$ cat src/rtl/core/efb_pkg.sv
`default_nettype none
// ----------------------------------------------------------------------------
// Elliptical falloff brush package
// Shared widths, constants, codes and types for the brush datapath.
// ----------------------------------------------------------------------------
package efb_pkg;

    localparam int MAX_RADIUS   = 256;
    localparam int COORD_W      = 9;
    localparam int RAD_W        = 16;
    localparam int RAD_FRAC_W   = 8;
    localparam int OUT_W        = 16;
    localparam int CFG_IDX_W    = 3;

    localparam int CRAW_W       = RAD_W + 1 - RAD_FRAC_W;
    localparam int CENTRE_W     = $clog2(MAX_RADIUS + 1);
    localparam int AX_W         = (COORD_W > CENTRE_W) ? COORD_W : CENTRE_W;
    localparam int DX_W         = AX_W + 1;

    localparam int SQ_W         = 2 * RAD_W;
    localparam int AX2_W        = 2 * AX_W;
    localparam int TERM_W       = SQ_W + AX2_W;
    localparam int Q_W          = TERM_W + 1;
    localparam int LIM_SHIFT    = 16;
    localparam int LIM_W        = 2 * SQ_W - LIM_SHIFT;
    localparam int P_SHIFT      = 4;
    localparam int P_W          = SQ_W - P_SHIFT;
    localparam int RAD_SH       = 8;
    localparam int RADICAND_W   = Q_W + RAD_SH;
    localparam int SQRT_IN_W    = RADICAND_W + (RADICAND_W % 2);
    localparam int SQRT_STEPS   = SQRT_IN_W / 2;
    localparam int ROOT_W       = SQRT_STEPS;
    localparam int REM_W        = ROOT_W + 2;
    localparam int DIFF_W       = ((ROOT_W > P_W) ? ROOT_W : P_W) + 1;
    localparam int NUM_W        = ROOT_W + 1 + DIFF_W;
    localparam int M_W          = P_W + ROOT_W;
    localparam int MAG_W        = NUM_W - 1;

    localparam int T_FRAC_W     = 16;
    localparam int T_W          = T_FRAC_W + 1;
    localparam int DIV_STEPS    = T_FRAC_W;
    localparam int TSQ_W        = 2 * T_W;
    localparam int PROD_W       = T_W + 1 + OUT_W;

    localparam int QUEUE_DEPTH  = 2;
    localparam int QIDX_W       = $clog2(QUEUE_DEPTH);
    localparam int QCNT_W       = $clog2(QUEUE_DEPTH + 1);

    localparam int BACK_LAT     = 3 + SQRT_STEPS + 3 + DIV_STEPS + 3;

    localparam logic [T_W-1:0]   T_ONE       = T_W'(1) << T_FRAC_W;
    localparam logic [RAD_W-1:0] RESET_OUTER = 16'd1024;
    localparam logic [RAD_W-1:0] RESET_INNER = 16'd512;
    localparam logic [OUT_W-1:0] RESET_WEIGHT = 16'd256;

    typedef enum logic [CFG_IDX_W-1:0] {
        CFG_OUTER_X  = 3'd0,
        CFG_INNER_X  = 3'd1,
        CFG_OUTER_Y  = 3'd2,
        CFG_INNER_Y  = 3'd3,
        CFG_WEIGHT   = 3'd4
    } t_cfg_idx;

    typedef enum logic [1:0] {
        TSEL_ZERO = 2'd0,
        TSEL_ONE  = 2'd1,
        TSEL_DIV  = 2'd2
    } t_tsel;

    typedef struct packed {
        logic        [RAD_W-1:0] outer_radius_x;
        logic        [RAD_W-1:0] inner_radius_x;
        logic        [RAD_W-1:0] outer_radius_y;
        logic        [RAD_W-1:0] inner_radius_y;
        logic signed [OUT_W-1:0] brush_weight;
    } t_cfg;

    typedef struct packed {
        logic [AX_W-1:0] ax;
        logic [AX_W-1:0] ay;
    } t_item;

endpackage
`default_nettype wire

$ cat src/rtl/core/efb_queue.sv
`default_nettype none
// ----------------------------------------------------------------------------
// Brush item queue
// Small FIFO between the front and the back; the head is drained every
// cycle it holds a word.
// ----------------------------------------------------------------------------
module efb_queue
    import efb_pkg::*;
(
    input  logic  i_clk,
    input  logic  i_rst_n,
    input  logic  i_push,
    input  t_item i_item,
    output logic  o_full,
    output logic  o_vld,
    output t_item o_item
);

    t_item               r_mem [QUEUE_DEPTH];
    logic [QIDX_W-1:0]   r_wr_ptr;
    logic [QIDX_W-1:0]   r_rd_ptr;
    logic [QCNT_W-1:0]   r_count;
    logic                pop;
    logic                push;

    assign o_full = (r_count == QCNT_W'(QUEUE_DEPTH));
    assign o_vld  = (r_count != '0);
    assign o_item = r_mem[r_rd_ptr];
    assign pop    = o_vld;
    assign push   = i_push && !o_full;

    always_ff @(posedge i_clk) begin
        if (push) begin
            r_mem[r_wr_ptr] <= i_item;
        end
    end

    always_ff @(posedge i_clk) begin
        if (!i_rst_n) begin
            r_wr_ptr <= '0;
            r_rd_ptr <= '0;
            r_count  <= '0;
        end else begin
            if (push) begin
                r_wr_ptr <= r_wr_ptr + 1'b1;
            end
            if (pop) begin
                r_rd_ptr <= r_rd_ptr + 1'b1;
            end
            case ({push, pop})
                2'b10:   r_count <= r_count + 1'b1;
                2'b01:   r_count <= r_count - 1'b1;
                default: r_count <= r_count;
            endcase
        end
    end

    a_no_push_when_full: assert property (@(posedge i_clk) disable iff (!i_rst_n)
        i_push |-> !o_full)
        else $error("queue push while full");

    a_count_bound: assert property (@(posedge i_clk) disable iff (!i_rst_n)
        r_count <= QCNT_W'(QUEUE_DEPTH))
        else $error("queue count out of range");

endmodule
`default_nettype wire

$ cat config.mk
export PLATFORM = sky130hd
export DESIGN_NAME = efb_queue
export DESIGN_NICKNAME = d
export VERILOG_FILES = /design/src/rtl/core/efb_pkg.sv /design/src/rtl/core/efb_queue.sv
export SDC_FILE = /design/constraint.sdc
export NUM_CORES = 1
export LEC_CHECK = 0
export BUFFER_PORTS_ARGS = -buffer_cell sky130_fd_sc_hd__buf_4
export CAP_MARGIN = 40
export CORE_MARGIN = 4
export CORE_UTILIZATION = 42
export CTS_BUF_LIST = sky130_fd_sc_hd__clkbuf_2
export CTS_CLUSTER_SIZE = 25
export DETAILED_ROUTE_END_ITERATION = 12
export PLACE_DENSITY = 0.62
export SETUP_SLACK_MARGIN = 0.1
export SLEW_MARGIN = 15
export SYNTH_ARGS = -nofsm -noshare
export SYNTH_HDL_FRONTEND = slang
export SYNTH_SLANG_ARGS = --single-unit
$ cat constraint.sdc
create_clock -name i_clk -period 4 [get_ports i_clk]
set_input_delay 0.4 -clock i_clk [delete_from_list [all_inputs] [get_ports i_clk]]
set_output_delay 0.4 -clock i_clk [all_outputs]
set_load 0.03 [all_outputs]
==> results.json, run 1 <==
{
  "status": "finished, final reports clean",
  "numPortBuffers": 40,
  "clock_skew_ns": 0.0107,
  "synth_top_area_share_pct": 72.2,
  "die_width_um": 67.7,
  "clock_path_buffers": 2,
  "maxSlewViolCount": 0,
  "clock.fmax_mhz": 443,
  "multiInputGateArea_um2": 288,
  "clk_latency_ns": 0.37,
  "wl_per_cell_um": 14.2,
  "num_rows": 21,
  "synth-seq-cells": 41,
  "grt-ovfl-total": 0,
  "drc": 0,
  "rsz0062_at_grt": "false",
  "h-tree-depth": 2,
  "finalNonFillerCells": 170,
  "syn_area_um2": 1500,
  "ant_nets": 0,
  "tightest_slew_ns": 0.809,
  "worstHoldStart": "i_item[5]",
  "cts_setup_buffers": 0,
  "crit_type": "reg -> out",
  "ys_types": 14,
  "worst_r2r_path_depth": 4,
  "synthCells": 76,
  "leakagePower_nw": 0.749,
  "via_per_inst": 4.62,
  "ys_top_cells_by_area": "edfxtp_1, mux2_2, dfxtp_1, and3_1, buf_8",
  "wirelength_mm": 2.41,
  "cap_violations": 0,
  "arrival_ns": 1.86,
  "grt_pass1_vias": 765,
  "hold_buffers": 0,
  "reg2reg_slack_ns": 2.58,
  "whs_path_depth": 1,
  "grt_util_all_layers_pct": 11.3,
  "drtIter0Drc": 37,
  "grt_pass1_wl_mm": 3.55,
  "dieArea_um2": 4580,
  "die_h_um": 67.7,
  "dr.pass1.iters": 4,
  "cts_tree": "done",
  "place_area_um2": 1860,
  "rr_startpoint": "r_count[0]$_SDFFE_PN0P_",
  "startpoint_type": "flop",
  "dp_slack_ns": 2.15,
  "num_antenna_cells": 0,
  "cts.sinks": 41,
  "regToRegEndpoint": "r_mem[0][11]$_DFFE_PP_",
  "clk_pin_slew_ns": 0.18,
  "yosysTopAreaCell": "edfxtp_1",
  "setup_viol": 0,
  "synth_seq_area_share_pct": 78.9,
  "regArea_um2": 1180,
  "ir_worst_vdd_mv": 0.218,
  "layout.nets": 144,
  "vias": 785,
  "hold_end": "r_mem[0][5]$_DFFE_PP_",
  "fillers": 278,
  "post_cts_resized": 0,
  "cp.required_ns": 3.60,
  "grt_max_degree": 19,
  "critPathMaxFanout": 18,
  "syn_to_final_growth_pct": 27.0,
  "routabilityCongestion": 0.579,
  "drive_gt1_share_pct": 56.5,
  "end_kind": "output pin",
  "hold_class": "in -> reg",
  "design_area_um2": 1900,
  "start_util_pct": 44.1,
  "fin_crit_ns": 2.26,
  "placed_cells": 162,
  "root_buffer": "clkbuf_2",
  "syn-num-nets": 97,
  "antenna_found_initial": 0,
  "hold_viol_final": 0,
  "power.density_nw_per_um2": 417,
  "cts_buffers": 5,
  "fp.coreArea_um2": 3390,
  "period_share_pct": 56.4,
  "synth_warnings": 0,
  "ioPinCount": 41,
  "detailed_place_hpwl_mm": 1.66,
  "final.setup.tns_ns": 0,
  "syn_avg_cell_area_um2": 19.7,
  "max_slew_margin_pct": 46.0,
  "layout_setup_ws_ns": 1.74
}
state kept, by name, summed over array words and instances, names as in the netlist, named ones only:
register / count
r_rd_ptr: 1
r_mem: 36
r_wr_ptr: 1
r_count: 2
metal layers:
metal	GRT usage [%]	share of wire (%)	vias up
met2	19.0	52	27
met4	4.56	0.79	0
li1	-	-	380
met1	11.8	38	374
met5	0	0	-
met3	6.16	9.4	4
cell type report:
| class | instances | area share (%) |
|---|---|---|
| clock buffer | 8 | 2.11 |
| sequential | 41 | 62.1 |
| tap | 46 | 3.03 |
| inverter | 1 | 0.197 |
| multi-input combinational | 32 | 15.1 |
| timing repair buffer | 42 | 17.4 |
how the worst max path moves through the flow:
stage	startpoint	to	slack (ns)
finish	flop	o_item[2]	1.74
global placement	flop	o_item[9]	2.15
floorplan	r_count[0]$_SDFFE_PN0P_	r_mem[0][0]$_DFFE_PP_	2.30
CTS	flop	o_item[2]	1.70
global route	flop	o_item[0]	1.58
detailed placement	flop	o_item[2]	2.15
cell usage after synthesis (all sizes together):
cell	count
nor2	1
nand2	3
mux2	18
or3	1
edfxtp	36
and3	4
or2	1
buf	2
mux2i	1
dfxtp	5
o21a	1
nand2b	2
inv	1
per-stage QoR:
| stage | utilization, % | power, mW | hold slack, ns |
|---|---|---|---|
| 5_1_grt | 56.1 | 0.836 | 0.132 |
| 2_1_floorplan | - | 0.581 | 0.455 |
| 4_1_cts | 56.1 | 0.802 | 0.175 |
| 3_3_place_gp | 54.0 | 0.627 | 0.474 |
| 6_report | 56.1 | 0.793 | 0.199 |
| 3_5_place_dp | 54.9 | 0.634 | 0.499 |
worst max-delay path, cell delays in order, from the launching register on:
cell and delay (ns):
dfxtp_1 0.89, mux2_2 0.43, buf_4 0.17
power by group:
group	internal, mW	switching, mW
clock	0.0517	0.118
sequential	0.491	0.0103
combinational	0.0561	0.0646
total	0.599	0.193
kinds of logic (layout without fill, tap and decap cells):
group	after synthesis	count (layout)	share of synthesized area, %
flops	41	41	78.9
buf+inv	3	51	2.01
compound gates	1	1	0.502
mux	19	19	14.2
simple gates	12	12	4.35
placed cells by master, fill, tap and decap left out:
| cell type | synthesis | layout |
|---|---|---|
| inv_1 | 1 | 1 |
| mux2i_1 | 1 | 1 |
| or2_2 | 1 | 1 |
| dfxtp_1 | 5 | 5 |
| mux2_2 | 18 | 18 |
| nand2_1 | 3 | 3 |
| or3_1 | 1 | 1 |
| nor2_2 | 0 | 1 |
| clkbuf_2 | 0 | 8 |
| nand2b_1 | 2 | 2 |
| buf_4 | 0 | 40 |
| edfxtp_1 | 36 | 36 |
| o21a_1 | 1 | 1 |
| and3_1 | 4 | 4 |
| buf_8 | 1 | 2 |
No activity file was read; power rests on OpenSTA's default activity.
==> run 2, diff against run 1 <==
- PLACE_DENSITY: 0.62 -> 0.65
- clock period: 4 -> 1.9 ns (I/O delays scaled with it)
==> run 2 against run 1 <==
Total power increased by 110%. Sequential power increased by 110%. Sequential share of layout area decreased by 6.0 points. Critical path type unchanged. Highest routed layer unchanged. Critical path depth increased by 1. Via count increased by 11%. Clock skew decreased by 0.0015 ns.
==> results.json, run 2 (synthesis results as in run 1) <==
{
  "regToRegEndpoint": "r_mem[0][9]$_DFFE_PP_",
  "placed_cells": 166,
  "clk_pin_slew_ns": 0.18,
  "num_antenna_cells": 0,
  "leakagePower_nw": 0.839,
  "rsz0062_at_grt": "false",
  "total_power_mw": 1.68,
  "reg2reg_slack_ns": 0.46,
  "cap_violations": 0,
  "switching_power_mw": 0.414,
  "tightest_slew_ns": 0.336,
  "maxSlewViolCount": 0,
  "period_share_pct": 86.6,
  "status": "finished, final reports clean",
  "cts_tree": "done",
  "clock_path_buffers": 2,
  "layout_setup_ws_ns": 0.255,
  "drc": 0,
  "cp.required_ns": 1.71,
  "ir_worst_vdd_mv": 0.390,
  "largest_reg_flops": 36,
  "clk_latency_ns": 0.37,
  "p_comb_share_pct": 17.7,
  "routabilityCongestion": 0.698,
  "hold_end": "r_count[0]$_SDFFE_PN0P_",
  "dp_slack_ns": 0.447,
  "wirelength_mm": 2.49,
  "wl_per_cell_um": 12.9,
  "dr.pass1.iters": 2,
  "fin_crit_ns": 1.64,
  "ioPinCount": 41,
  "internal_power_mw": 1.26,
  "layout_commonest_cell": "buf_4",
  "hold_class": "in -> reg",
  "drive_gt1_share_pct": 49.0,
  "max_slew_margin_pct": 77.6,
  "vias": 874,
  "post_cts_resized": 0,
  "p_sw_share_pct": 24.7,
  "pwr-share-seq_pct": 62.5,
  "setup_viol": 0,
  "mostFrequentLayoutCells": "buf_4, edfxtp_1, dlygate4sd3_1, mux2_2",
  "detailed_place_hpwl_mm": 1.75,
  "layout.nets": 167,
  "place_area_um2": 1880,
  "final.setup.tns_ns": 0,
  "startpoint_type": "flop",
  "design_area_um2": 2100,
  "fp.coreArea_um2": 3390,
  "finalNonFillerCells": 193,
  "fillers": 257,
  "antenna_found_initial": 0,
  "reg_top3": "r_mem: 36 flops, r_count: 2 flops",
  "clkPwrFrac_pct": 19.8,
  "arrival_ns": 1.45,
  "die_width_um": 67.7,
  "hold_viol_final": 0,
  "end_kind": "output pin",
  "cts_setup_buffers": 0,
  "ant_nets": 0,
  "start_util_pct": 44.1,
  "power.density_nw_per_um2": 797,
  "largest_register": "r_mem",
  "worst_r2r_path_depth": 4,
  "grt_util_all_layers_pct": 12.3,
  "numPortBuffers": 40,
  "grt-ovfl-total": 0,
  "die_h_um": 67.7,
  "h-tree-depth": 2,
  "grt_pass1_vias": 926,
  "clock.fmax_mhz": 608,
  "cts.sinks": 41,
  "grt_pass1_wl_mm": 3.96,
  "syn_to_final_growth_pct": 40.6,
  "grt_max_degree": 13,
  "root_buffer": "clkbuf_2",
  "crit_type": "reg -> out",
  "drtIter0Drc": 19,
  "rr_startpoint": "r_count[0]$_SDFFE_PN0P_",
  "cts_buffers": 5,
  "via_per_inst": 4.53,
  "hold_buffers": 18,
  "clock_skew_ns": 0.00916,
  "worstHoldStart": "i_rst_n",
  "num_rows": 21,
  "whs_path_depth": 2,
  "critPathMaxFanout": 10,
  "dieArea_um2": 4580
}
run 2: cell types whose count changed in the layout (fill, tap and decap cells not counted):
cell and change:
dlygate4sd3_1 +19, buf_4 +6, clkbuf_2 -3, buf_8 -2
clkinv_1 +2, clkinv_2 +1
run 2: final cells by class:
type	instances	area [um^2]	share of cell area, %
Sequential cell	41	1180	56.2
Clock inverter	3	12.5	0.595
Inverter	1	3.75	0.178
Clock buffer	5	25.0	1.19
Timing Repair Buffer	65	536	25.5
Tap cell	46	57.6	2.74
Multi-Input combinational cell	32	288	13.7
run 2: critical path, cell delays in order (launching register included):
cell and delay, ns:
dfxtp_1 0.37, buf_4 0.19, mux2_2 0.35, buf_4 0.17
run 2: per-stage QoR:
stage | util (%) | hold slack [ns]
floorplan | - | 0.289
global placement | 55.3 | 0.377
detailed placement | 55.3 | 0.378
CTS | 61.8 | 0.00205
global route | 62.1 | 0.0000341
finish | 62.1 | 0.0487
run 2: how the worst max path moves through the flow:
stage / startpoint / endpoint / cells after the start
global placement: r_count[0]$_SDFFE_PN0P_ / r_mem[0][5]$_DFFE_PP_ / 4
global route: flop / o_item[13] / 3
floorplan: r_count[0]$_SDFFE_PN0P_ / r_mem[0][0]$_DFFE_PP_ / 3
finish: flop / o_item[11] / 3
CTS: flop / o_item[11] / 3
detailed placement: r_count[0]$_SDFFE_PN0P_ / r_mem[0][9]$_DFFE_PP_ / 4
run 2: routing by layer:
| metal | share of wire (%) | GRT usage [%] | vias up |
|---|---|---|---|
| li1 | - | - | 427 |
| met3 | 8.3 | 5.99 | 7 |
| met4 | 1.1 | 5.82 | 0 |
| met2 | 51 | 20.4 | 30 |
| met1 | 39 | 13.1 | 410 |
| met5 | 0 | 0 | - |
run 2: power by group through the flow:
stage / Sequential (mW) / Combinational [mW] / Clock, mW
detailed placement: 1.07 / 0.270 / 0
global placement: 1.07 / 0.266 / 0
finish: 1.05 / 0.297 / 0.331
floorplan: 1.06 / 0.158 / 0
CTS: 1.05 / 0.301 / 0.353
global route: 1.05 / 0.319 / 0.397
