File: src/rtl/core/efb_pkg.sv
`default_nettype none
// ----------------------------------------------------------------------------
// Elliptical falloff brush package
// Shared widths, constants, codes and types for the brush datapath.
// ----------------------------------------------------------------------------
package efb_pkg;

    localparam int MAX_RADIUS   = 256;
    localparam int COORD_W      = 9;
    localparam int RAD_W        = 16;
    localparam int RAD_FRAC_W   = 8;
    localparam int OUT_W        = 16;
    localparam int CFG_IDX_W    = 3;

    localparam int CRAW_W       = RAD_W + 1 - RAD_FRAC_W;
    localparam int CENTRE_W     = $clog2(MAX_RADIUS + 1);
    localparam int AX_W         = (COORD_W > CENTRE_W) ? COORD_W : CENTRE_W;
    localparam int DX_W         = AX_W + 1;

    localparam int SQ_W         = 2 * RAD_W;
    localparam int AX2_W        = 2 * AX_W;
    localparam int TERM_W       = SQ_W + AX2_W;
    localparam int Q_W          = TERM_W + 1;
    localparam int LIM_SHIFT    = 16;
    localparam int LIM_W        = 2 * SQ_W - LIM_SHIFT;
    localparam int P_SHIFT      = 4;
    localparam int P_W          = SQ_W - P_SHIFT;
    localparam int RAD_SH       = 8;
    localparam int RADICAND_W   = Q_W + RAD_SH;
    localparam int SQRT_IN_W    = RADICAND_W + (RADICAND_W % 2);
    localparam int SQRT_STEPS   = SQRT_IN_W / 2;
    localparam int ROOT_W       = SQRT_STEPS;
    localparam int REM_W        = ROOT_W + 2;
    localparam int DIFF_W       = ((ROOT_W > P_W) ? ROOT_W : P_W) + 1;
    localparam int NUM_W        = ROOT_W + 1 + DIFF_W;
    localparam int M_W          = P_W + ROOT_W;
    localparam int MAG_W        = NUM_W - 1;

    localparam int T_FRAC_W     = 16;
    localparam int T_W          = T_FRAC_W + 1;
    localparam int DIV_STEPS    = T_FRAC_W;
    localparam int TSQ_W        = 2 * T_W;
    localparam int PROD_W       = T_W + 1 + OUT_W;

    localparam int QUEUE_DEPTH  = 2;
    localparam int QIDX_W       = $clog2(QUEUE_DEPTH);
    localparam int QCNT_W       = $clog2(QUEUE_DEPTH + 1);

    localparam int BACK_LAT     = 3 + SQRT_STEPS + 3 + DIV_STEPS + 3;

    localparam logic [T_W-1:0]   T_ONE       = T_W'(1) << T_FRAC_W;
    localparam logic [RAD_W-1:0] RESET_OUTER = 16'd1024;
    localparam logic [RAD_W-1:0] RESET_INNER = 16'd512;
    localparam logic [OUT_W-1:0] RESET_WEIGHT = 16'd256;

    typedef enum logic [CFG_IDX_W-1:0] {
        CFG_OUTER_X  = 3'd0,
        CFG_INNER_X  = 3'd1,
        CFG_OUTER_Y  = 3'd2,
        CFG_INNER_Y  = 3'd3,
        CFG_WEIGHT   = 3'd4
    } t_cfg_idx;

    typedef enum logic [1:0] {
        TSEL_ZERO = 2'd0,
        TSEL_ONE  = 2'd1,
        TSEL_DIV  = 2'd2
    } t_tsel;

    typedef struct packed {
        logic        [RAD_W-1:0] outer_radius_x;
        logic        [RAD_W-1:0] inner_radius_x;
        logic        [RAD_W-1:0] outer_radius_y;
        logic        [RAD_W-1:0] inner_radius_y;
        logic signed [OUT_W-1:0] brush_weight;
    } t_cfg;

    typedef struct packed {
        logic [AX_W-1:0] ax;
        logic [AX_W-1:0] ay;
    } t_item;

endpackage
`default_nettype wire

File: src/rtl/core/efb_front.sv
`default_nettype none
// ----------------------------------------------------------------------------
// Brush front end
// Holds the configuration registers, accepts pixels and turns each into its
// absolute offset from the brush centre before it enters the queue.
// ----------------------------------------------------------------------------
module efb_front
    import efb_pkg::*;
(
    input  logic                 i_clk,
    input  logic                 i_rst_n,
    input  logic                 i_start,
    output logic                 o_busy,
    input  logic [COORD_W-1:0]   i_pixel_col,
    input  logic [COORD_W-1:0]   i_pixel_row,
    input  logic                 i_cfg_valid,
    input  logic [CFG_IDX_W-1:0] i_cfg_index,
    input  logic [OUT_W-1:0]     i_cfg_data,
    output t_cfg                 o_cfg,
    input  logic                 i_q_full,
    output logic                 o_push,
    output t_item                o_item
);

    t_cfg                   r_cfg;
    t_item                  r_item;
    logic                   r_vld;
    t_item                  n_item;
    logic [RAD_W:0]         sum_x;
    logic [RAD_W:0]         sum_y;
    logic [CRAW_W-1:0]      raw_x;
    logic [CRAW_W-1:0]      raw_y;
    logic [CENTRE_W-1:0]    cx;
    logic [CENTRE_W-1:0]    cy;
    logic signed [DX_W-1:0] dx;
    logic signed [DX_W-1:0] dy;

    assign o_cfg  = r_cfg;
    assign o_busy = r_vld && i_q_full;
    assign o_push = r_vld && !i_q_full;
    assign o_item = r_item;

    always_comb begin
        sum_x = {1'b0, r_cfg.outer_radius_x} + (RAD_W + 1)'((1 << RAD_FRAC_W) - 1);
        sum_y = {1'b0, r_cfg.outer_radius_y} + (RAD_W + 1)'((1 << RAD_FRAC_W) - 1);
        raw_x = sum_x[RAD_W:RAD_FRAC_W];
        raw_y = sum_y[RAD_W:RAD_FRAC_W];
        cx    = (raw_x > MAX_RADIUS) ? CENTRE_W'(MAX_RADIUS) : CENTRE_W'(raw_x);
        cy    = (raw_y > MAX_RADIUS) ? CENTRE_W'(MAX_RADIUS) : CENTRE_W'(raw_y);
        dx    = $signed(DX_W'(i_pixel_col)) - $signed(DX_W'(cx));
        dy    = $signed(DX_W'(i_pixel_row)) - $signed(DX_W'(cy));
        n_item.ax = AX_W'(dx[DX_W-1] ? -dx : dx);
        n_item.ay = AX_W'(dy[DX_W-1] ? -dy : dy);
    end

    always_ff @(posedge i_clk) begin
        if (!i_rst_n) begin
            r_cfg.outer_radius_x <= RESET_OUTER;
            r_cfg.inner_radius_x <= RESET_INNER;
            r_cfg.outer_radius_y <= RESET_OUTER;
            r_cfg.inner_radius_y <= RESET_INNER;
            r_cfg.brush_weight   <= RESET_WEIGHT;
        end else if (i_cfg_valid) begin
            unique case (i_cfg_index)
                CFG_OUTER_X: r_cfg.outer_radius_x <= i_cfg_data;
                CFG_INNER_X: r_cfg.inner_radius_x <= i_cfg_data;
                CFG_OUTER_Y: r_cfg.outer_radius_y <= i_cfg_data;
                CFG_INNER_Y: r_cfg.inner_radius_y <= i_cfg_data;
                CFG_WEIGHT:  r_cfg.brush_weight   <= i_cfg_data;
                default:     r_cfg <= r_cfg;
            endcase
        end
    end

    always_ff @(posedge i_clk) begin
        if (!i_rst_n) begin
            r_vld <= 1'b0;
        end else if (!o_busy) begin
            r_vld <= i_start;
        end
    end

    always_ff @(posedge i_clk) begin
        if (i_start && !o_busy) begin
            r_item <= n_item;
        end
    end

endmodule
`default_nettype wire

File: config.mk
export PLATFORM = sky130hd
export DESIGN_NAME = efb_front
export DESIGN_NICKNAME = d
export VERILOG_FILES = /design/src/rtl/core/efb_pkg.sv /design/src/rtl/core/efb_front.sv
export SDC_FILE = /design/constraint.sdc
export NUM_CORES = 1
export LEC_CHECK = 0
export BUFFER_PORTS_ARGS = -buffer_cell sky130_fd_sc_hd__buf_2
export CAP_MARGIN = 20
export CORE_ASPECT_RATIO = 0.9
export CORE_MARGIN = 2
export CORE_UTILIZATION = 49
export CTS_BUF_LIST = sky130_fd_sc_hd__clkbuf_2 sky130_fd_sc_hd__clkbuf_4 sky130_fd_sc_hd__clkbuf_8
export CTS_CLUSTER_DIAMETER = 150
export DETAILED_ROUTE_END_ITERATION = 16
export MAX_ROUTING_LAYER = met4
export PLACE_DENSITY = 0.79
export SETUP_SLACK_MARGIN = 0.3
export SKIP_LAST_GASP = 1
export SYNTH_ARGS = -nofsm -noshare
export SYNTH_HDL_FRONTEND = slang
export SYNTH_SLANG_ARGS = --single-unit
File: constraint.sdc
create_clock -name i_clk -period 2.8 [get_ports i_clk]
set_input_delay 0.14 -clock i_clk [delete_from_list [all_inputs] [get_ports i_clk]]
set_output_delay 0.14 -clock i_clk [all_outputs]
set_load 0.05 [all_outputs]
==> metrics, run 1 <==
status complete, but fails checks; failing checks setup timing; number of DRC markers in iteration 0 198; Arr. time, crit path 3050 ps; Clock Path Buffers 2; Die Wd 109.9 um; IO Port Bufs 141; Gate Count Post-Synth 564; worst-path cell chain nor4_4 > nand2_2 > and3_4 > and4_4 > nand2_2 > xor2_1 > ha_1 > o21a_1 > o21ai_2 > a31oi_4 > a211oi_2 > o311ai_2 > xnor2_1; MaxCap Viol Count 0; Synth area leader dfxtp_1; CP Class reg2reg; count of pins over their slew limit 0; final WL 13.66 mm; post-synthesis mux area share 0%; wire per inst 15.28 um; Worst Setup Start Kind flip-flop; top_reg_cell synth dfxtp_1; ant diodes 0; Worst VDD drop 0.3441 mV; Final Wtd Congestion 0.8730; RSZ-0062 raised after global routing true; maximum clock frequency 341.1 MHz; TritonCTS Buffers 9; Synth Area in Compound Gates 19.40%; P_leak 2.940 nW; final setup violation count 16; CP max stage cell dfxtp_4; DRT Pass-1 Iters 4; critical-path maximum fanout 4; die area 10910 um^2; H-tree depth 3; Crit path required time 2920 ps; first-pass GRT wire length 21.80 mm; initial antenna violation count 0; syn_nets 628; Syn. warnings 0; final hold violations 0; CTS Sinks 99; Layout area overhead 37.59%; Final Hold Slack 25.46 ps; Starting Density 50.77%; Critical Path Most Common Cell nand2_2; largest net degree at the start of global routing 82; Synth Area in Simple Gates 21.30%; area of the core 9742 um^2; Worst-path clk slew 100 ps; clock skew 12.05 ps; Slew headroom 29.50%; Seq/Total Area, Yosys 43.71%; register area 2225 um^2; DRT antenna net count 0; io pins 142; vias per inst 5.201; site row count 34; power density cells 490.9 nW/um^2; Avg Cell Area, Syn 8.769 um^2; post-route setup slack -132.0 ps; Post-Synth Adder-Cell Area 5.869%; min Tclk post-route 2932 ps; Hold Buf Count CTS 0; register bit total from synthesis 99; dominant cells by area after synthesis dfxtp_1 (33%), nand2_1 (13%), edfxtp_1 (11%); final net count 827; filler instances 777; CP peak stage delay 370 ps; Mapped Area 4946 um^2; Detail Placement HPWL 10.01 mm; combinational family with the most area after synthesis simple AND/OR/NAND/NOR gates; post-synthesis xor/xnor area fraction 6.729%; worst skew pair latency 370 ps; async set or reset register ratio after synthesis 0%; All-Layer GR Usage 26.22%; Least-Margin Pin Slew 1054 ps; final worst path period share 104.7%; share of the synthesized area in the top cell type 32.79%; die extent in y 99.31 um; Cell variety after synth 46; vias in the first global route 4574; Setup crit end kind flip-flop; drt drc 0; CTS tree built; layout cells sized above 1 40.10%; Root Buffer clkbuf_8; grt ovf 0; EDFF count, synth 18; Post-Place Worst Slack -329.3 ps; Hold Crit Class in2reg; via count 4650; Multi-input gate area 2943 um^2
-- cell usage after synthesis (6+ instances only) --
cell type  count
nand2_1      174
dfxtp_1       81
a21boi_0      65
nand3_1       21
clkbuf_1      20
ha_1          20
xnor2_1       20
edfxtp_1      18
xor2_1        18
inv_1         14
a21oi_1       13
nor2_1        12
a21boi_1      11
and3_1         6
o21ai_1        6
-- power breakdown --
group          total (W)  leakage, nW  internal (W)  switching [W]
clock network   0.000880       0.0993      0.000347       0.000534
logic           0.000913         2.00      0.000347       0.000567
registers        0.00155        0.844       0.00152      0.0000281
-- timing repair --
action | 4_1_cts | 5_1_grt
pin swaps | 29 | 13
resized for setup | 27 | 12
endpoints found under the hold margin | 0 | 0
endpoints found under the setup margin | 16 | 16
gates cloned | 2 | 0
buffers inserted | 4 | 3
-- cells by family (layout without fill, tap and decap cells) --
family,after synthesis,after routing
fa+ha+maj,22,22
buf+inv,38,240
flops,99,99
xor+xnor,38,38
simple gates,243,243
compound gates,124,126
-- sequential cells by signal, summed over array words and instances, names as in the netlist --
signal,count
r_vld,1
o_item,18
o_cfg,80
-- final timing paths --
kind,slack [ps],start,to,depth (start not counted)
setup / recovery,-130,o_cfg[35],o_item[8],13
hold / removal,30,i_start,r_vld,2
setup reg to reg,-130,o_cfg[35],o_item[8],13
hold reg to reg,460,o_cfg[50],o_cfg[50],2
-- worst max-delay path: cells and delay by family, from the launching register on --
| kind | cells | cell delay (ps) |
|---|---|---|
| simple gates | 5 | 880 |
| flops | 1 | 370 |
| fa+ha+maj | 1 | 370 |
| compound gates | 5 | 890 |
| xor+xnor | 2 | 160 |
-- through the flow --
step | TNS [ps] | util [%] | total power [W] | area, um^2 | instances
floorplan | -572.2 | - | 0.002137 | 5075 | 564
global placement | -3130 | 64.68 | 0.002392 | 6301 | 868
detailed placement | -4104 | 64.68 | 0.002421 | 6301 | 868
CTS | -1393 | 68.69 | 0.003335 | 6691 | 890
global route | -3847 | 69.86 | 0.003501 | 6805 | 894
finish | -1211 | 69.86 | 0.003341 | 6805 | 894
-- cell type report --
type,instances,area share [%]
repair buffers,210,18.17
inverters,14,0.7722
well taps,126,2.317
multi-input cells,429,43.24
clock buffers,9,1.820
flip-flops and latches,99,32.69
clock inverters,7,0.9928
-- metal layers --
layer  global-route usage, %  part of all wire [%]  up-vias
met3                   5.374                   6.0       16
met4                   5.453                   1.3        0
met5                       -                     0        -
li1                        -                     -     2319
met2                   43.89                    49      145
met1                   32.73                    43     2170
-- layout by cell type, fill, tap and decap left out, types with 3 or more instances in the layout --
master	count
xor2_1	16
dfxtp_4	15
xnor2_1	18
nand3_2	6
nand2_2	3
edfxtp_1	18
buf_4	68
and3_1	4
a21boi_0	65
a21oi_2	8
nand2_1	170
or2_2	3
nand3b_1	3
and2_1	4
nand3_1	15
ha_1	20
a21boi_1	10
nor2_1	11
dfxtp_1	61
o21a_1	3
o21ai_2	4
o21ai_1	4
and3b_1	3
buf_2	141
nor4_4	3
inv_6	3
inv_1	14
a21oi_1	4
dfxtp_2	5
a211oi_2	3
clkbuf_8	9
o311ai_2	4
No activity file was read; power rests on OpenSTA's default activity.
==> run 2: changes to the inputs <==
Settings changed: SKIP_LAST_GASP 1 to not set.
==> metrics, run 2 (same netlist as run 1, synthesis figures left out) <==
status complete, but fails checks; failing checks setup timing; final worst path period share 104.9%; Largest register FFs 80; critical-path maximum fanout 3; CTS Sinks 99; clock skew 12.98 ps; Power Total 0.003340 W; final WL 13.65 mm; final setup violation count 16; Die Wd 109.9 um; count of pins over their slew limit 0; site row count 34; grt ovf 0; Final Hold Slack 24.52 ps; die extent in y 99.31 um; via count 4671; DRT Pass-1 Iters 4; final hold violations 0; TritonCTS Buffers 9; Arr. time, crit path 3060 ps; area of the core 9742 um^2; die area 10910 um^2; vias in the first global route 4580; wire per inst 15.27 um; CTS tree built; Starting Density 50.77%; Final Wtd Congestion 0.8730; layout cells sized above 1 39.97%; initial antenna violation count 0; MaxCap Viol Count 0; most common cell after layout, fill and taps aside nand2_1; IO Port Bufs 141; final net count 827; most frequent cells in the layout nand2_1 (170), buf_2 (141), buf_4 (68); depth of the worst hold-timing path 2; Root Buffer clkbuf_8; Crit path required time 2920 ps; largest net degree at the start of global routing 82; Worst VDD drop 0.3446 mV; Hold Crit Class in2reg; maximum clock frequency 340.3 MHz; Setup crit end kind flip-flop; r2r startpoint o_cfg[35]; Worst Hold Path EP r_vld; post-route setup slack -138.3 ps; number of DRC markers in iteration 0 214; Worst Setup Start Kind flip-flop; worst skew pair latency 370 ps; Hold Buf Count CTS 0; Worst R2R Path Depth 12; Slew headroom 27.65%; ant diodes 0; min Tclk post-route 2938 ps; DRT antenna net count 0; drt drc 0; hold_sp i_start; Detail Placement HPWL 10.01 mm; All-Layer GR Usage 26.24%; power density cells 491.5 nW/um^2; CP Class reg2reg; io pins 142; reg-to-reg critical path endpoint o_item[8]; Worst-path clk slew 100 ps; P_leak 2.937 nW; H-tree depth 3; RSZ-0062 raised after global routing true; Least-Margin Pin Slew 1081 ps; Layout area overhead 37.39%; Clock Path Buffers 2; Reg2Reg Setup Slack -140 ps; vias per inst 5.225; first-pass GRT wire length 21.82 mm
==> run 2: where the power goes <==
group / switching [W] / internal (W) / total [W]
Clock: 0.000534 / 0.000346 / 0.000880
Combinational: 0.000566 / 0.000346 / 0.000912
Sequential: 0.0000281 / 0.00152 / 0.00155
Total: 0.00113 / 0.00221 / 0.00334
==> run 2: worst max-delay path by stage <==
stage	start	end
floorplan	o_cfg[38]	o_item[8]
global placement	o_cfg[32]	o_item[7]
detailed placement	o_cfg[32]	o_item[8]
CTS	o_cfg[35]	o_item[8]
global route	o_cfg[35]	o_item[8]
finish	o_cfg[35]	o_item[8]
==> run 2: metal layers <==
| metal | GRT usage [%] | share of wire [%] |
|---|---|---|
| met3 | 5.374 | 6.0 |
| met5 | - | 0 |
| met4 | 5.453 | 1.4 |
| met1 | 32.66 | 43 |
| met2 | 44.03 | 49 |
==> run 2: timing repair <==
action                     CTS  global route
pin swaps                   29            12
cloned                       2             0
setup endpoints to repair   16            16
resized for setup           28            10
setup buffers                4             3
==> run 2: area by class of cell <==
type	count	area (um^2)
timing repair buffer	210	1236
clock inverter	7	67.56
tap	126	157.7
clock buffer	9	123.9
fill	778	2947
sequential	99	2225
multi-input combinational	429	2933
inverter	14	52.55
==> run 2: metrics by stage <==
| step | util [%] | setup TNS [ps] | area, um^2 | setup WS [ps] | cells |
|---|---|---|---|---|---|
| 2_1_floorplan | - | -572.2 | 5075 | -61.78 | 564 |
| 3_3_place_gp | 64.68 | -3130 | 6301 | -267.8 | 868 |
| 3_5_place_dp | 64.68 | -4104 | 6301 | -329.3 | 868 |
| 4_1_cts | 68.76 | -1389 | 6699 | -182.6 | 890 |
| 5_1_grt | 69.75 | -3762 | 6795 | -280.2 | 894 |
| 6_report | 69.75 | -1212 | 6795 | -138.3 | 894 |
==> run 2: critical path, cell delays in order, from the launching register on <==
cell	delay, ps
dfxtp_4	370
nor4_4	320
nand2_2	110
nand2_1	90
xor2_1	190
inv_1	80
fa_1	420
nand2b_1	210
a21oi_2	190
xnor2_2	160
o2111ai_2	180
o311ai_2	270
xnor2_1	100
==> run 3: changes to the inputs <==
Settings changed: CORE_MARGIN 2 to 3.
==> metrics, run 3 (same netlist as run 1, synthesis figures left out) <==
Placed Cells 867; post-route setup slack -142.3 ps; critical-path maximum fanout 5; most frequent cells in the layout nand2_1 (170), buf_2 (141), a21boi_0 (65), buf_4 (65), dfxtp_1 (61); CP max stage cell dfxtp_2; Layout area overhead 37.79%; clock skew 3.951 ps; Reg2Reg Setup Slack -140 ps; vias per inst 5.224; DRT antenna net count 0; most common cell after layout, fill and taps aside nand2_1; RSZ-0062 raised after global routing true; post-layout util 69.96%; layout cells sized above 1 40.26%; TritonCTS Buffers 9; final worst path period share 105.1%; Critical Path Most Common Cell buf_4; CP top delay family compound AO/OA/AOI/OAI gates; Detail Placement HPWL 9.909 mm; count of pins over their slew limit 0; IO Port Bufs 141; ant diodes 0; die area 11340 um^2; wire per inst 15.41 um; hold_sp i_start; Final Wtd Congestion 0.8334; H-tree depth 3; die extent in y 101.3 um; CP Class reg2reg; worst setup path start o_cfg[67]; Arr. time, crit path 3060 ps; Finished Layout Cells 891; Root Buffer clkbuf_8; largest net degree at the start of global routing 82; min Tclk post-route 2942 ps; Starting Density 50.77%; Worst Setup Start Kind flip-flop; Worst R2R Path Depth 14; final hold violations 0; power density cells 487.2 nW/um^2; setup TNS -1274 ps; final WL 13.73 mm; Clock Path Buffers 2; P_leak 2.930 nW; drt drc 0; final net count 825; Setup crit end kind flip-flop; r2r startpoint o_cfg[67]; reg-to-reg critical path endpoint o_item[16]; first-pass GRT wire length 21.76 mm; CTS tree built; All-Layer GR Usage 24.32%; Slew headroom 54.97%; filler instances 769; Worst VDD drop 0.3249 mV; DRT Pass-1 Iters 5; MaxCap Viol Count 0; GRT busiest layer met2; Hold Crit Class in2reg; worst skew pair latency 360 ps; Worst-path clk slew 90 ps; Hold Buf Count CTS 0; failing checks setup timing; area of the core 9742 um^2; grt ovf 0; Buf/Inv on CP 2; M1 GR Usage 29.86%; Largest register FFs 80; number of DRC markers in iteration 0 210; via count 4655; Least-Margin Pin Slew 673.5 ps; Worst Hold Path EP r_vld; Crit path required time 2920 ps; depth of the worst hold-timing path 2; worst-path cell chain nor4_2 > buf_4 > nand2_4 > and3_4 > nand2_1 > xor2_1 > ha_1 > nor2_1 > a21oi_2 > o31a_1 > a31oi_1 > buf_4 > o311ai_2 > xnor2_1; Final Hold Slack 31.53 ps; met3 global-route usage 4.182%; site row count 34; met2 usage 42.26%; status complete, but fails checks; Die Wd 111.9 um; vias in the first global route 4430; initial antenna violation count 0; final setup violation count 16; maximum clock frequency 339.9 MHz; CP peak stage delay 340 ps; Power Total 0.003321 W; CTS Sinks 99; io pins 142
-- run 3: cell count changes in the layout (fill, tap and decap cells not counted), moves of 2 or more --
cell,delta
a21oi_2,-2
buf_4,-3
clkinv_4,+2
nand3_1,-4
nand3_2,+4
-- run 3: per-stage QoR --
step | cell area (um^2) | setup slack [ps]
after floorplan | 5075 | -61.78
after global placement | 6294 | -221.1
after detailed placement | 6294 | -307.4
after CTS | 6699 | -127.0
after global routing | 6815 | -283.3
final | 6815 | -142.3
-- run 3: how the worst max path moves through the flow --
stage                  to  slack, ps  depth (start not counted)
2_1_floorplan   o_item[8]        -60                         12
3_3_place_gp    o_item[7]       -220                         13
3_5_place_dp    o_item[8]       -310                         13
4_1_cts        o_item[17]       -130                         13
5_1_grt        o_item[17]       -280                         13
6_report       o_item[16]       -140                         14
-- run 3: metal layers --
metal	up-vias	routed length, um
li1	2315	-
met2	151	6906
met1	2178	5775
met4	0	155
met5	-	0
met3	11	894
-- run 3: layout make-up --
type / instances / area [um^2] / share of cell area (%)
Inverter: 14 / 52.55 / 0.7711
Tap cell: 126 / 157.7 / 2.313
Clock buffer: 9 / 123.9 / 1.818
Clock inverter: 6 / 60.06 / 0.8812
Timing Repair Buffer: 208 / 1225 / 17.97
Sequential cell: 99 / 2225 / 32.64
Multi-Input combinational cell: 429 / 2972 / 43.60
-- run 3: what timing repair did --
| item | in CTS | in global routing |
|---|---|---|
| buffers inserted | 4 | 1 |
| pin swaps | 30 | 15 |
| endpoints found under the hold margin | 0 | 0 |
| gates cloned | 2 | 0 |
| resized for setup | 31 | 14 |
| endpoints found under the setup margin | 16 | 16 |
-- run 3: power by group --
group | switching (W) | internal (W)
registers | 0.0000270 | 0.00152
clock network | 0.000518 | 0.000337
logic | 0.000571 | 0.000349
-- run 3: worst reg2reg max path: stages (launching register included) --
cell      delay (ps)
dfxtp_2          340
nor4_2           250
buf_4            180
nand2_4           50
and3_4           170
nand2_1           80
xor2_1           150
ha_1             330
nor2_1           150
a21oi_2          230
o31a_1           200
a31oi_1           50
buf_4            150
o311ai_2         290
xnor2_1           90
